===== config.mk =====
export PLATFORM = sky130hd
export DESIGN_NAME = ascii_to_integer_radix_prefix
export DESIGN_NICKNAME = d
export VERILOG_FILES = /design/src/design/atoirp_pkg.sv /design/src/design/atoirp_front.sv /design/src/design/atoirp_queue.sv /design/src/design/atoirp_back.sv /design/src/design/ascii_to_integer_radix_prefix.sv
export SDC_FILE = /design/constraint.sdc
export NUM_CORES = 1
export LEC_CHECK = 0
export BUFFER_PORTS_ARGS = -buffer_cell sky130_fd_sc_hd__buf_2
export CAP_MARGIN = 5
export CORE_ASPECT_RATIO = 0.5
export CORE_MARGIN = 3
export CORE_UTILIZATION = 30
export CTS_CLUSTER_DIAMETER = 80
export DETAILED_ROUTE_END_ITERATION = 10
export GPL_TIMING_DRIVEN = 1
export SLEW_MARGIN = 10
export SYNTH_ARGS = -nofsm -noshare
export SYNTH_HDL_FRONTEND = slang
export SYNTH_SLANG_ARGS = --single-unit

===== constraint.sdc =====
create_clock -name clk -period 5.74 [get_ports clk]
set_clock_uncertainty 0.15 [all_clocks]
set_input_delay 1.435 -clock clk [delete_from_list [all_inputs] [get_ports clk]]
set_output_delay 1.435 -clock clk [all_outputs]
set_load 0.1 [all_outputs]

===== src/design/atoirp_pkg.sv =====
`timescale 1ns / 1ps

package atoirp_pkg;

  // Radix codes as reported on the result channel.
  typedef enum logic [1:0] {
    RX_DEC = 2'd0,
    RX_HEX = 2'd1,
    RX_OCT = 2'd2,
    RX_BIN = 2'd3
  } radix_t;

  localparam logic [7:0] CH_NUL   = 8'h00;
  localparam logic [7:0] CH_TAB   = 8'h09;
  localparam logic [7:0] CH_SPACE = 8'h20;
  localparam logic [7:0] CH_AMP   = 8'h26;
  localparam logic [7:0] CH_PLUS  = 8'h2B;
  localparam logic [7:0] CH_MINUS = 8'h2D;
  localparam logic [7:0] CH_ZERO  = 8'd48;
  localparam logic [7:0] CH_NINE  = 8'd57;
  localparam logic [7:0] CH_UC_A  = 8'h41;
  localparam logic [7:0] CH_UC_F  = 8'h46;
  localparam logic [7:0] CH_LC_A  = 8'h61;
  localparam logic [7:0] CH_LC_F  = 8'h66;
  localparam logic [7:0] CH_UC_H  = 8'h48;
  localparam logic [7:0] CH_LC_H  = 8'h68;
  localparam logic [7:0] CH_UC_O  = 8'h4F;
  localparam logic [7:0] CH_LC_O  = 8'h6F;
  localparam logic [7:0] CH_UC_B  = 8'h42;
  localparam logic [7:0] CH_LC_B  = 8'h62;

  // Offsets that turn a letter into its hex digit value.
  localparam logic [7:0] LC_OFS = 8'd87;
  localparam logic [7:0] UC_OFS = 8'd55;

  // Classified character, as passed from the front end to the back end.
  typedef struct packed {
    logic       term;      // string terminator
    logic       space;     // space or tab
    logic       amp;       // ampersand
    logic       minus;
    logic       plus;
    logic       pfx_ok;    // H, O or B in either case
    radix_t     pfx_radix; // radix that the prefix letter selects
    logic       dig_ok;    // a hex digit in either case
    logic [3:0] dig_val;   // its value, 0 to 15
  } token_t;

  localparam int unsigned QUEUE_DEPTH = 2;

endpackage


===== src/design/atoirp_front.sv =====
`timescale 1ns / 1ps

module atoirp_front (
  input  logic              [7:0] char_code,
  output atoirp_pkg::token_t      tok
);

  logic [7:0] dig_diff;

  always_comb begin
    tok       = '0;
    dig_diff  = '0;
    tok.term  = (char_code == atoirp_pkg::CH_NUL);
    tok.space = (char_code == atoirp_pkg::CH_SPACE) || (char_code == atoirp_pkg::CH_TAB);
    tok.amp   = (char_code == atoirp_pkg::CH_AMP);
    tok.minus = (char_code == atoirp_pkg::CH_MINUS);
    tok.plus  = (char_code == atoirp_pkg::CH_PLUS);

    tok.pfx_radix = atoirp_pkg::RX_DEC;
    if ((char_code == atoirp_pkg::CH_UC_H) || (char_code == atoirp_pkg::CH_LC_H)) begin
      tok.pfx_ok    = 1'b1;
      tok.pfx_radix = atoirp_pkg::RX_HEX;
    end else if ((char_code == atoirp_pkg::CH_UC_O) || (char_code == atoirp_pkg::CH_LC_O)) begin
      tok.pfx_ok    = 1'b1;
      tok.pfx_radix = atoirp_pkg::RX_OCT;
    end else if ((char_code == atoirp_pkg::CH_UC_B) || (char_code == atoirp_pkg::CH_LC_B)) begin
      tok.pfx_ok    = 1'b1;
      tok.pfx_radix = atoirp_pkg::RX_BIN;
    end

    // The value is taken as a hex digit here; the back end checks it
    // against the radix in force.
    if ((char_code >= atoirp_pkg::CH_ZERO) && (char_code <= atoirp_pkg::CH_NINE)) begin
      tok.dig_ok = 1'b1;
      dig_diff   = char_code - atoirp_pkg::CH_ZERO;
    end else if ((char_code >= atoirp_pkg::CH_LC_A) && (char_code <= atoirp_pkg::CH_LC_F)) begin
      tok.dig_ok = 1'b1;
      dig_diff   = char_code - atoirp_pkg::LC_OFS;
    end else if ((char_code >= atoirp_pkg::CH_UC_A) && (char_code <= atoirp_pkg::CH_UC_F)) begin
      tok.dig_ok = 1'b1;
      dig_diff   = char_code - atoirp_pkg::UC_OFS;
    end
    tok.dig_val = dig_diff[3:0];
  end

endmodule


===== src/design/atoirp_queue.sv =====
`timescale 1ns / 1ps

module atoirp_queue (
  input  logic               clk,
  input  logic               rst_n,
  input  logic               push,
  input  atoirp_pkg::token_t push_tok,
  output logic               full,
  input  logic               pop,
  output logic               head_valid,
  output atoirp_pkg::token_t head_tok
);

  localparam int unsigned PW = $clog2(atoirp_pkg::QUEUE_DEPTH);

  atoirp_pkg::token_t   slot_r [atoirp_pkg::QUEUE_DEPTH];
  logic [PW-1:0]        wr_ptr_r;
  logic [PW-1:0]        rd_ptr_r;
  logic [PW:0]          count_r;
  logic [PW:0]          count_nxt;

  assign full       = (count_r == (PW+1)'(atoirp_pkg::QUEUE_DEPTH));
  assign head_valid = (count_r != '0);
  assign head_tok   = slot_r[rd_ptr_r];

  always_comb begin
    count_nxt = count_r;
    if (push && !pop) begin
      count_nxt = count_r + 1'b1;
    end else if (pop && !push) begin
      count_nxt = count_r - 1'b1;
    end
  end

  always_ff @(posedge clk) begin
    if (!rst_n) begin
      wr_ptr_r <= '0;
      rd_ptr_r <= '0;
      count_r  <= '0;
    end else begin
      count_r <= count_nxt;
      if (push) begin
        wr_ptr_r <= wr_ptr_r + 1'b1;
      end
      if (pop) begin
        rd_ptr_r <= rd_ptr_r + 1'b1;
      end
    end
  end

  always_ff @(posedge clk) begin
    if (push) begin
      slot_r[wr_ptr_r] <= push_tok;
    end
  end

endmodule


===== src/design/atoirp_back.sv =====
`timescale 1ns / 1ps

module atoirp_back (
  input  logic               clk,
  input  logic               rst_n,
  input  logic               tok_valid,
  input  atoirp_pkg::token_t tok,
  output logic               tok_pop,
  output logic               out_valid,
  input  logic               out_stall,
  output logic signed [31:0] out_parsed_value,
  output logic        [1:0]  out_radix_used
);

  typedef enum logic [2:0] {
    PH_SKIP   = 3'd0,
    PH_AMP    = 3'd1,
    PH_SIGN   = 3'd2,
    PH_DIGITS = 3'd3,
    PH_FROZEN = 3'd4
  } phase_t;

  phase_t             phase_r, phase_nxt;
  atoirp_pkg::radix_t radix_r, radix_nxt;
  logic [31:0]        accum_r, accum_nxt;
  logic               neg_r, neg_nxt;
  logic               out_valid_r;
  logic [31:0]        value_r;
  logic [1:0]         radix_out_r;

  logic               out_free;
  atoirp_pkg::radix_t dig_radix;
  logic               dig_good;
  logic [31:0]        scaled;
  logic               sign_pos;

  assign out_free = !out_valid_r || !out_stall;
  assign tok_pop  = tok_valid && (!tok.term || out_free);

  assign out_valid        = out_valid_r;
  assign out_parsed_value = value_r;
  assign out_radix_used   = radix_out_r;

  always_comb begin
    // An ampersand followed by a non-prefix character switches to octal
    // and the same character is then taken as a sign or digit.
    dig_radix = radix_r;
    if ((phase_r == PH_AMP) && !tok.pfx_ok) begin
      dig_radix = atoirp_pkg::RX_OCT;
    end

    case (dig_radix)
      atoirp_pkg::RX_HEX: begin
        dig_good = tok.dig_ok;
        scaled   = {accum_r[27:0], 4'b0};
      end
      atoirp_pkg::RX_OCT: begin
        dig_good = tok.dig_ok && (tok.dig_val < 4'd8);
        scaled   = {accum_r[28:0], 3'b0};
      end
      atoirp_pkg::RX_BIN: begin
        dig_good = tok.dig_ok && (tok.dig_val < 4'd2);
        scaled   = {accum_r[30:0], 1'b0};
      end
      default: begin
        dig_good = tok.dig_ok && (tok.dig_val < 4'd10);
        scaled   = {accum_r[28:0], 3'b0} + {accum_r[30:0], 1'b0};
      end
    endcase

    phase_nxt = phase_r;
    radix_nxt = radix_r;
    accum_nxt = accum_r;
    neg_nxt   = neg_r;
    sign_pos  = 1'b0;

    if (tok_pop) begin
      if (tok.term) begin
        phase_nxt = PH_SKIP;
        radix_nxt = atoirp_pkg::RX_DEC;
        accum_nxt = '0;
        neg_nxt   = 1'b0;
      end else begin
        case (phase_r)
          PH_SKIP: begin
            if (tok.amp) begin
              phase_nxt = PH_AMP;
            end else if (!tok.space) begin
              sign_pos = 1'b1;
            end
          end
          PH_AMP: begin
            radix_nxt = dig_radix;
            if (tok.pfx_ok) begin
              radix_nxt = tok.pfx_radix;
              phase_nxt = PH_SIGN;
            end else begin
              sign_pos = 1'b1;
            end
          end
          PH_SIGN: begin
            sign_pos = 1'b1;
          end
          PH_DIGITS: begin
            if (dig_good) begin
              accum_nxt = scaled + {28'b0, tok.dig_val};
            end else begin
              phase_nxt = PH_FROZEN;
            end
          end
          default: begin
          end
        endcase

        if (sign_pos) begin
          if (tok.minus) begin
            neg_nxt   = 1'b1;
            phase_nxt = PH_DIGITS;
          end else if (tok.plus) begin
            phase_nxt = PH_DIGITS;
          end else if (dig_good) begin
            accum_nxt = scaled + {28'b0, tok.dig_val};
            phase_nxt = PH_DIGITS;
          end else begin
            phase_nxt = PH_FROZEN;
          end
        end
      end
    end
  end

  always_ff @(posedge clk) begin
    if (!rst_n) begin
      phase_r     <= PH_SKIP;
      radix_r     <= atoirp_pkg::RX_DEC;
      accum_r     <= '0;
      neg_r       <= 1'b0;
      out_valid_r <= 1'b0;
    end else begin
      phase_r <= phase_nxt;
      radix_r <= radix_nxt;
      accum_r <= accum_nxt;
      neg_r   <= neg_nxt;
      if (tok_pop && tok.term) begin
        out_valid_r <= 1'b1;
      end else if (!out_stall) begin
        out_valid_r <= 1'b0;
      end
    end
  end

  always_ff @(posedge clk) begin
    if (tok_pop && tok.term) begin
      value_r     <= neg_r ? (32'd0 - accum_r) : accum_r;
      radix_out_r <= radix_r;
    end
  end

  a_term_emits: assert property (@(posedge clk) disable iff (!rst_n)
    (tok_pop && tok.term) |=> out_valid_r)
    else $error("terminator did not produce a result");

  a_term_restarts: assert property (@(posedge clk) disable iff (!rst_n)
    (tok_pop && tok.term) |=> (phase_r == PH_SKIP && accum_r == 32'd0 && !neg_r))
    else $error("parser did not return to its start state after a terminator");

  a_neg_phase: assert property (@(posedge clk) disable iff (!rst_n)
    neg_r |-> (phase_r == PH_DIGITS || phase_r == PH_FROZEN))
    else $error("minus sign recorded outside the digit phases");

  a_radix_early: assert property (@(posedge clk) disable iff (!rst_n)
    (phase_r == PH_SKIP || phase_r == PH_AMP) |-> (radix_r == atoirp_pkg::RX_DEC))
    else $error("radix changed before the prefix was complete");

  a_no_lost_result: assert property (@(posedge clk) disable iff (!rst_n)
    (out_valid_r && out_stall) |-> !(tok_pop && tok.term))
    else $error("new result would overwrite a waiting one");

endmodule


===== src/design/ascii_to_integer_radix_prefix.sv =====
`timescale 1ns / 1ps

// Streaming text-to-integer parser. Each input request carries one byte of a
// string and a zero byte ends it; on that terminator one result request
// carries the signed 32-bit value (wrapping modulo 2^32) and the radix that
// was applied (0 decimal, 1 hex, 2 octal, 3 binary), and the parser returns
// to its start state. Leading spaces and tabs are skipped, "&H", "&O" and
// "&B" in either case select hex, octal and binary, and an "&" followed by
// any other character selects octal and keeps that character. One optional
// sign may follow, then digits of the radix are gathered until the first
// invalid character, after which the rest of the string is ignored. The
// block takes one byte per cycle when the result side is not stalling; the
// figure is set by the shift-and-add in the back end. A result is
// registered in the back end when it takes the terminator from the queue.
// The front end classifies each byte as it is accepted and writes it into
// a two-entry queue, so input stalls only when that queue is full. A result
// waiting under stall holds the back end only at a terminator; other bytes
// keep flowing until the queue fills.

module ascii_to_integer_radix_prefix (
  input  logic               clk,
  input  logic               rst_n,
  input  logic               in_valid,
  output logic               in_stall,
  input  logic        [7:0]  in_char_code,
  output logic               out_valid,
  input  logic               out_stall,
  output logic signed [31:0] out_parsed_value,
  output logic        [1:0]  out_radix_used
);

  atoirp_pkg::token_t in_tok;
  atoirp_pkg::token_t head_tok;
  logic               q_full;
  logic               q_push;
  logic               head_valid;
  logic               head_pop;

  // The input side stalls only while the queue is full.
  assign in_stall = q_full;
  assign q_push   = in_valid && !q_full;

  atoirp_front u_front (
    .char_code (in_char_code),
    .tok       (in_tok)
  );

  atoirp_queue u_queue (
    .clk        (clk),
    .rst_n      (rst_n),
    .push       (q_push),
    .push_tok   (in_tok),
    .full       (q_full),
    .pop        (head_pop),
    .head_valid (head_valid),
    .head_tok   (head_tok)
  );

  // The back end runs the parse state and owns the result register.
  atoirp_back u_back (
    .clk              (clk),
    .rst_n            (rst_n),
    .tok_valid        (head_valid),
    .tok              (head_tok),
    .tok_pop          (head_pop),
    .out_valid        (out_valid),
    .out_stall        (out_stall),
    .out_parsed_value (out_parsed_value),
    .out_radix_used   (out_radix_used)
  );

endmodule

==> results of run 1 <==
[Yosys cell counts, types with 7 or more instances]
cell type	n	area, um^2
nand2_1	82	308
o21ai_0	64	320
edfxtp_1	60	1800
nor2_1	53	199
clkbuf_1	50	188
a21oi_1	47	235
xnor2_1	46	403
nand3_1	45	225
dfxtp_1	44	881
ha_1	38	475
inv_1	36	135
nor2b_1	28	175
a22oi_1	25	188
nor3_1	25	125
a21o_1	16	120
xor2_1	16	140
mux2i_1	14	140
a31oi_1	13	81.3
buf_2	13	65.1
o31ai_1	13	97.6
and2_1	12	75.1
nand4_1	12	75.1
nor4_1	12	75.1
or3_1	12	75.1
a211oi_1	11	82.6
nand2b_1	11	68.8
o211ai_1	10	75.1
o22ai_1	9	56.3
a21boi_0	8	60.1
and3_1	8	50.1
o21bai_1	8	60.1
a222oi_1	7	70.1
o21ai_1	7	35.0
o221ai_1	7	61.3
[per-stage QoR]
step	worst slack, ps	utilization (%)	std cells	total power [mW]
floorplan	1570	-	996	2.06
global placement	1350	33.0	1352	2.31
detailed placement	1280	33.0	1352	2.33
CTS	1260	34.1	1368	2.96
global route	920	34.1	1368	3.10
finish	1220	34.1	1368	2.95
[metal layers]
layer	global-route usage, %	vias up	share of wire (%)
li1	-	3736	-
met1	21.9	3795	46
met2	26.1	235	46
met3	2.10	40	5.5
met4	4.99	0	2.0
met5	0	-	0
[report_power, final]
part / switching, mW / internal [mW] / leakage, nW / total [mW]
Combinational: 1.01 / 0.318 / 2.36 / 1.33
Clock: 0.326 / 0.309 / 0.143 / 0.635
Sequential: 0.0744 / 0.916 / 0.931 / 0.990
Total: 1.41 / 1.54 / 3.43 / 2.95
[sequential cells by signal, summed over array words and instances, names as in the netlist, 2 cells and up, named ones only]
| register | count |
|---|---|
| u_back.phase_r | 3 |
| u_back.accum_r | 32 |
| u_back.out_radix_used | 2 |
| u_back.radix_r | 2 |
| u_queue.count_r | 2 |
| u_back.out_parsed_value | 32 |
| u_queue.slot_r | 26 |
[worst max-delay path: cells and delay by family, from the launching register on]
family / cells / cell delay [ps]
AO/OA/AOI/OAI: 3 / 550
adder cells (fa/ha/maj): 1 / 340
buffers and inverters: 1 / 90
flip-flops: 1 / 430
AND/OR/NAND/NOR: 8 / 2920
[layout make-up]
cell class	instances	area (um^2)
Inverter	36	135
Timing Repair Buffer	58	318
Multi-Input combinational cell	780	5380
Clock inverter	7	72.6
Fill cell	2865	17900
Tap cell	374	468
Sequential cell	104	2680
Clock buffer	9	225
[cells by family after synthesis]
group,count (synthesis),synth area share (%)
and+or+nand+nor,345,22.3
adders and majority gates,40,6.04
muxes,21,2.70
xor gates and xnor gates,62,6.36
buffers and inverters,112,5.64
AOI/OAI and AO/OA,312,25.5
DFF,104,31.4
[worst max-delay path by stage]
stage,from,endpoint,cells after the start
floorplan,u_back.phase_r[2],u_back.accum_r[28],18
global placement,u_back.phase_r[2],u_back.accum_r[28],13
detailed placement,u_back.phase_r[0],u_back.accum_r[28],13
CTS,u_back.phase_r[0],u_back.accum_r[28],13
global route,u_back.phase_r[0],u_back.accum_r[28],13
finish,u_back.phase_r[0],u_back.accum_r[28],13
==> tab_implementation.tex, run 1 <==
\begin{tabular}{lr}
\hline
Metric & Value \\
\hline
\multicolumn{2}{l}{\textbf{Outcome}} \\
Result of the run & finished clean \\
\multicolumn{2}{l}{\textbf{Critical path}} \\
Critical-path cell with the highest stage delay & or4b\_1 \\
Reg-to-reg critical path endpoint & u\_back.accum\_r[28] \\
R2R depth & 13 \\
Data required time at the worst endpoint & 5900 ps \\
Startpoint-to-endpoint class of the critical path & flip-flop to flip-flop \\
CP Cell Sequence & or3b\_4, nor2\_4, o22ai\_1, a222oi\_1, inv\_1, ha\_1, a21oi\_1, or3\_4, nor4b\_4, and2\_1, nand4\_1, or4b\_1, nand3\_1 \\
Reg-to-reg startpoint & u\_back.phase\_r[0] \\
Critical path capture point type & flip-flop \\
Largest fanout on the critical path & 23 \\
Slowest cell delay on critical path & 530 ps \\
R2R setup slack & 1220 ps \\
Startpoint Class & flip-flop \\
Data arrival at the endpoint of the critical path & 4680 ps \\
\multicolumn{2}{l}{\textbf{Routing}} \\
Via count & 7,806 \\
DR vias/cell & 5.71 \\
Average wire length per cell after detail routing & 18.2 um \\
Count of antenna-violating nets left after detailed routing & 0 \\
Detailed-route DRC error count & 0 \\
Iter 0 DRT Violations & 650 \\
Number of detailed-route iterations in the first pass & 5 \\
Post-Route WL & 24.8 mm \\
\multicolumn{2}{l}{\textbf{Clock tree}} \\
Clock slew at the register clock pins of the worst setup and hold paths & 80 ps \\
Number of buffers created by CTS & 9 \\
CTS max path bufs & 2 \\
Number of instances resized during post-cts repair & 0 \\
Insertion delay to the later sink of the worst-skew pair & 360 ps \\
CTS tree & yes \\
Buffer count from post-CTS setup fixing & 0 \\
TritonCTS Sinks & 104 \\
CTS root buf & clkbuf\_16 \\
Total number of H-tree levels & 3 \\
Cts hold-fix bufs & 0 \\
\multicolumn{2}{l}{\textbf{Floorplan}} \\
DIE AREA & 30,600 um\^{}2 \\
Die H & 125 um \\
Total core area & 27,200 um\^{}2 \\
Number of primary I/O pins & 48 \\
FP Rows & 42 \\
Initial Utilization & 31.4\% \\
Die Width & 245 um \\
\multicolumn{2}{l}{\textbf{Power}} \\
Power density normalized to cell area & 318 nW/um\^{}2 \\
Leakage & 3.43 nW \\
Worst supply voltage drop on vdd & 0.000168 V \\
\multicolumn{2}{l}{\textbf{Layout}} \\
Antenna fix cells & 0 \\
Layout cells sized above 1 & 11.9\% \\
Most frequent standard cell in the layout excluding fill and tap cells & nand2\_1 \\
Total number of nets in the final design & 1,041 \\
Area growth from synthesis to final layout & 8.71\% \\
Commonest non-fill, non-tap cells in the layout & nand2\_1 (82), o21ai\_0 (64), edfxtp\_1 (60) \\
Fin area & 9280 um\^{}2 \\
\multicolumn{2}{l}{\textbf{Min path}} \\
Number of stages on the worst hold path & 2 \\
Path class of the lowest-slack min-delay path & flip-flop to flip-flop \\
Hold Crit Start & u\_back.out\_valid \\
Endpoint of the worst hold-timing path & u\_back.out\_valid \\
\multicolumn{2}{l}{\textbf{STA}} \\
Total of endpoints with negative setup slack in the final report & 0 \\
Fmax achieved & 0.221 GHz \\
Final worst path period share & 78.8\% \\
Final Hold Vio Count & 0 \\
Rel. slew slack & 23.3\% \\
Final period demand of the worst path & 4520 ps \\
Worst hold slack across all endpoints & 343 ps \\
Setup repair after global routing missed its margin & no \\
Final-layout setup total negative slack & 0 ps \\
Number of slew-limit violations in the final report & 0 \\
Slew at the pin closest to its max-slew limit & 1150 ps \\
\multicolumn{2}{l}{\textbf{Yosys}} \\
Async SR Flop Fraction & 0\% \\
Mapped Nets & 1,048 \\
Predominant post-synthesis flop cell & edfxtp\_1 \\
Cells after synthesis & 996 \\
Post-synthesis instance area & 8540 um\^{}2 \\
Number of storage elements in the synthesis netlist & 104 \\
Post-synthesis area per instance & 8.57 um\^{}2 \\
Sequential share of the synthesized area & 31.4\% \\
Unique cell type count in the Yosys netlist & 95 \\
Number of flops mapped to enable cells by yosys & 60 \\
Total number of yosys warnings & 0 \\
\multicolumn{2}{l}{\textbf{Global routing}} \\
Maximum number of pins on one net before global-route repair & 54 \\
Total global-route track usage & 16.0\% \\
Initial antenna violation count & 0 \\
First-pass GRT wire length & 40.2 mm \\
Via count of the first global-routing pass & 7,456 \\
Overflow left after global routing & 0 \\
\multicolumn{2}{l}{\textbf{Run}} \\
Reported max-cap violation count & 0 \\
\multicolumn{2}{l}{\textbf{Placed design}} \\
Total half-perimeter wirelength after legalization and detailed placement & 18.0 mm \\
Routability cong. & 0.910 \\
Placement Cell Area & 8980 um\^{}2 \\
Number of I/O port buffers & 47 \\
\hline
\end{tabular}
Note: power is estimated with default switching activity, not from simulation.
==> run 2, diff against run 1 <==
--- a/config.mk
+++ b/config.mk
@@ -5,6 +5,7 @@
 export SDC_FILE = /design/constraint.sdc
 export NUM_CORES = 1
 export LEC_CHECK = 0
+export ABC_AREA = 1
 export BUFFER_PORTS_ARGS = -buffer_cell sky130_fd_sc_hd__buf_2
 export CAP_MARGIN = 5
 export CORE_ASPECT_RATIO = 0.5
==> constraint.sdc (replaced) <==
create_clock -name clk -period 4.4 [get_ports clk]
set_clock_uncertainty 0.15 [all_clocks]
set_input_delay 1.1 -clock clk [delete_from_list [all_inputs] [get_ports clk]]
set_output_delay 1.1 -clock clk [all_outputs]
set_load 0.1 [all_outputs]
==> tab_implementation.tex, run 2 <==
\begin{tabular}{lr}
\hline
Metric & Value \\
\hline
\multicolumn{2}{l}{\textbf{STA}} \\
Final-layout setup total negative slack & 0 ps (unchanged) \\
Total of endpoints with negative setup slack in the final report & 0 (unchanged) \\
Final period demand of the worst path & 3800 ps (-729 ps) \\
Fmax achieved & 0.263 GHz (+19\%) \\
Setup repair after global routing missed its margin & no \\
Final worst path period share & 86.3\% (+7.4 points) \\
Final Hold Vio Count & 0 (unchanged) \\
Rel. slew slack & 26.9\% (+3.6 points) \\
Slew at the pin closest to its max-slew limit & 1090 ps (-54.2 ps) \\
Number of slew-limit violations in the final report & 0 (unchanged) \\
\multicolumn{2}{l}{\textbf{Floorplan}} \\
Total core area & 29,600 um\^{}2 (+8.8\%) \\
Number of primary I/O pins & 48 (unchanged) \\
Die H & 130 um (+3.7\%) \\
Initial Utilization & 31.1\% (-0.23 points) \\
Die Width & 254 um (+3.8\%) \\
FP Rows & 44 (+4.8\%) \\
DIE AREA & 33,000 um\^{}2 (+7.7\%) \\
\multicolumn{2}{l}{\textbf{Yosys}} \\
Top-count cell post-synth & nand2\_1 \\
Async SR Flop Fraction & 0\% (unchanged) \\
Sequential share of the synthesized area & 29.1\% (-2.3 points) \\
Post-synthesis instance area & 9220 um\^{}2 (+8.0\%) \\
Area fraction of the dominant cell type after synthesis & 19.5\% (-1.6 points) \\
Post-synthesis area per instance & 6.44 um\^{}2 (-25\%) \\
Number of flops mapped to enable cells by yosys & 60 (unchanged) \\
Cells after synthesis & 1,431 (+44\%) \\
Total number of yosys warnings & 0 (unchanged) \\
Cell type with the largest total area after synthesis & edfxtp\_1 \\
Mapped Nets & 1,483 (+42\%) \\
Number of storage elements in the synthesis netlist & 104 (unchanged) \\
Main area contributors after synthesis & edfxtp\_1 (20\%), nand2\_1 (17\%), dfxtp\_1 (9.6\%) \\
Predominant post-synthesis flop cell & edfxtp\_1 \\
Most frequent cells after synthesis & nand2\_1 (426), inv\_1 (203), nand3\_1 (118), nor2\_1 (112), a21oi\_1 (104) \\
Unique cell type count in the Yosys netlist & 47 (-51\%) \\
\multicolumn{2}{l}{\textbf{Layout}} \\
Commonest non-fill, non-tap cells in the layout & nand2\_1 (426), inv\_1 (203), nand3\_1 (118) \\
Area growth from synthesis to final layout & 10.4\% \\
Most frequent standard cell in the layout excluding fill and tap cells & nand2\_1 \\
Layout cells sized above 1 & 9.84\% (-2.0 points) \\
Antenna fix cells & 0 (unchanged) \\
Final standard cell utilization of the core & 34.4\% (+0.27 points) \\
Total number of nets in the final design & 1,511 (+45\%) \\
\multicolumn{2}{l}{\textbf{Power}} \\
Switching power share of the total & 53.8\% (+6.1 points) \\
Internal power consumption & 2.63 mW (+70\%) \\
Clock power frac & 16.2\% (-5.3 points) \\
Leakage & 4.58 nW (+33\%) \\
Switching power & 3.07 mW (+120\%) \\
Worst supply voltage drop on vdd & 0.000281 V (+67\%) \\
Relative contribution of sequential cells to total power & 25.1\% (-8.5 points) \\
Combinational share of power & 58.6\% (+14 points) \\
Power density normalized to cell area & 560 nW/um\^{}2 (+76\%) \\
\multicolumn{2}{l}{\textbf{Clock tree}} \\
Number of buffers created by CTS & 9 (unchanged) \\
Clock slew at the register clock pins of the worst setup and hold paths & 70 ps (about the same) \\
CTS max path bufs & 2 (unchanged) \\
CTS root buf & clkbuf\_16 \\
Cts hold-fix bufs & 0 (unchanged) \\
Number of instances resized during post-cts repair & 0 (unchanged) \\
CTS tree & yes \\
Insertion delay to the later sink of the worst-skew pair & 360 ps (about the same) \\
Buffer count from post-CTS setup fixing & 0 (unchanged) \\
TritonCTS Sinks & 104 (unchanged) \\
Total number of H-tree levels & 3 (unchanged) \\
\multicolumn{2}{l}{\textbf{Placed design}} \\
Routability cong. & 0.920 (+1.0\%) \\
Total half-perimeter wirelength after legalization and detailed placement & 21.6 mm (+20\%) \\
Number of I/O port buffers & 47 (unchanged) \\
\multicolumn{2}{l}{\textbf{Routing}} \\
Number of detailed-route iterations in the first pass & 6 (+1) \\
Iter 0 DRT Violations & 639 (-1.7\%) \\
Count of antenna-violating nets left after detailed routing & 0 (unchanged) \\
DR vias/cell & 4.87 (-15\%) \\
Average wire length per cell after detail routing & 15.2 um (-16\%) \\
Via count & 9,034 (+16\%) \\
Detailed-route DRC error count & 0 (unchanged) \\
Post-Route WL & 28.2 mm (+14\%) \\
\multicolumn{2}{l}{\textbf{Critical path}} \\
Startpoint Class & flip-flop \\
Data required time at the worst endpoint & 4540 ps (-1360 ps) \\
Critical-path cell with the highest stage delay & fa\_1 \\
Data arrival at the endpoint of the critical path & 3940 ps (-740 ps) \\
Critical path capture point type & flip-flop \\
Startpoint-to-endpoint class of the critical path & flip-flop to flip-flop \\
CP delay by family, top & simple AND/OR/NAND/NOR gates \\
Largest fanout on the critical path & 28 (+22\%) \\
Crit path buf inv count & 5 (+4) \\
Most frequent CP cell & nand2\_1 \\
Slowest cell delay on critical path & 400 ps (-130 ps) \\
\multicolumn{2}{l}{\textbf{Outcome}} \\
Result of the run & finished clean \\
\multicolumn{2}{l}{\textbf{Global routing}} \\
Maximum number of pins on one net before global-route repair & 40 (-26\%) \\
Total global-route track usage & 17.2\% (+1.3 points) \\
Overflow left after global routing & 0 (unchanged) \\
Via count of the first global-routing pass & 8,362 (+12\%) \\
First-pass GRT wire length & 44.9 mm (+12\%) \\
Initial antenna violation count & 1 (+1) \\
\multicolumn{2}{l}{\textbf{Min path}} \\
Path class of the lowest-slack min-delay path & flip-flop to flip-flop \\
\multicolumn{2}{l}{\textbf{Run}} \\
Reported max-cap violation count & 0 (unchanged) \\
\hline
\end{tabular}
==> run 2: path summary, 6_finish.rpt <==
check | start | endpoint | slack, ps | depth (start not counted)
max | flip-flop | u_back.accum_r[25] | 600 | 25
min reg2reg | u_queue.rd_ptr_r | flip-flop | 320 | 1
max reg2reg | flip-flop | u_back.accum_r[25] | 600 | 25
min | u_queue.rd_ptr_r | flip-flop | 320 | 1
==> run 2: area by class of cell <==
type / count / area, um^2
fill: 3247 / 19400
multi-input combinational: 1058 / 5470
tap: 391 / 489
clock buffer: 11 / 233
sequential: 104 / 2680
clock inverter: 5 / 104
inverter: 220 / 826
timing repair buffer: 66 / 378
==> run 2: through the flow <==
stage          instance area, um^2  total power, mW  setup WS, ps  std cells  hold WS [ps]
6_report                     10200             5.70           605       1855           321
5_1_grt                      10200             6.06           235       1855           341
4_1_cts                      10200             5.67           615       1855           318
3_5_place_dp                  9840             4.73           627       1839           296
3_3_place_gp                  9840             4.74           707       1839           286
2_1_floorplan                 9220             3.94          1110       1431           253
==> run 2: logic make-up (layout without fill, tap and decap cells) <==
logic type | count (synthesis) | in the layout | share of synthesized area, %
buf+inv | 269 | 302 | 11.7
flops | 104 | 104 | 29.1
fa+ha+maj | 40 | 40 | 5.59
simple gates | 755 | 755 | 36.2
compound gates | 217 | 217 | 13.1
xor+xnor | 46 | 46 | 4.37
==> run 2: worst register-to-register path: stages, from the launching register on <==
cell and delay, ps:
dfxtp_1 310, buf_4 180, inv_2 120, nand2_2 100, nand2_4 70, nand2_8 150, nand2_8 170, nor2_4 190
inv_2 120, a21oi_1 170, ha_1 180, inv_1 50, fa_1 400, inv_1 70, a21oi_1 60, nor2_2 180
nand3_2 140, nor2_4 210, nand3_4 150, nor2_4 150, nand2_1 60, nand2_1 50, nand3_1 70, nand2_1 80
nand2_1 60, a21oi_2 100
==> run 2: power groups by stage <==
stage	clock network [mW]	logic, mW	registers [mW]
floorplan	0	1.85	2.09
global placement	0	3.30	1.45
detailed placement	0	3.29	1.45
CTS	0.942	3.30	1.43
global route	0.982	3.63	1.45
finish	0.925	3.34	1.43
==> run 2: layer usage <==
layer / wire length [um] / track usage, %
met3: 2170 / 3.55
met1: 13600 / 24.7
met5: 10 / 0
met2: 11900 / 26.5
met4: 546 / 4.48
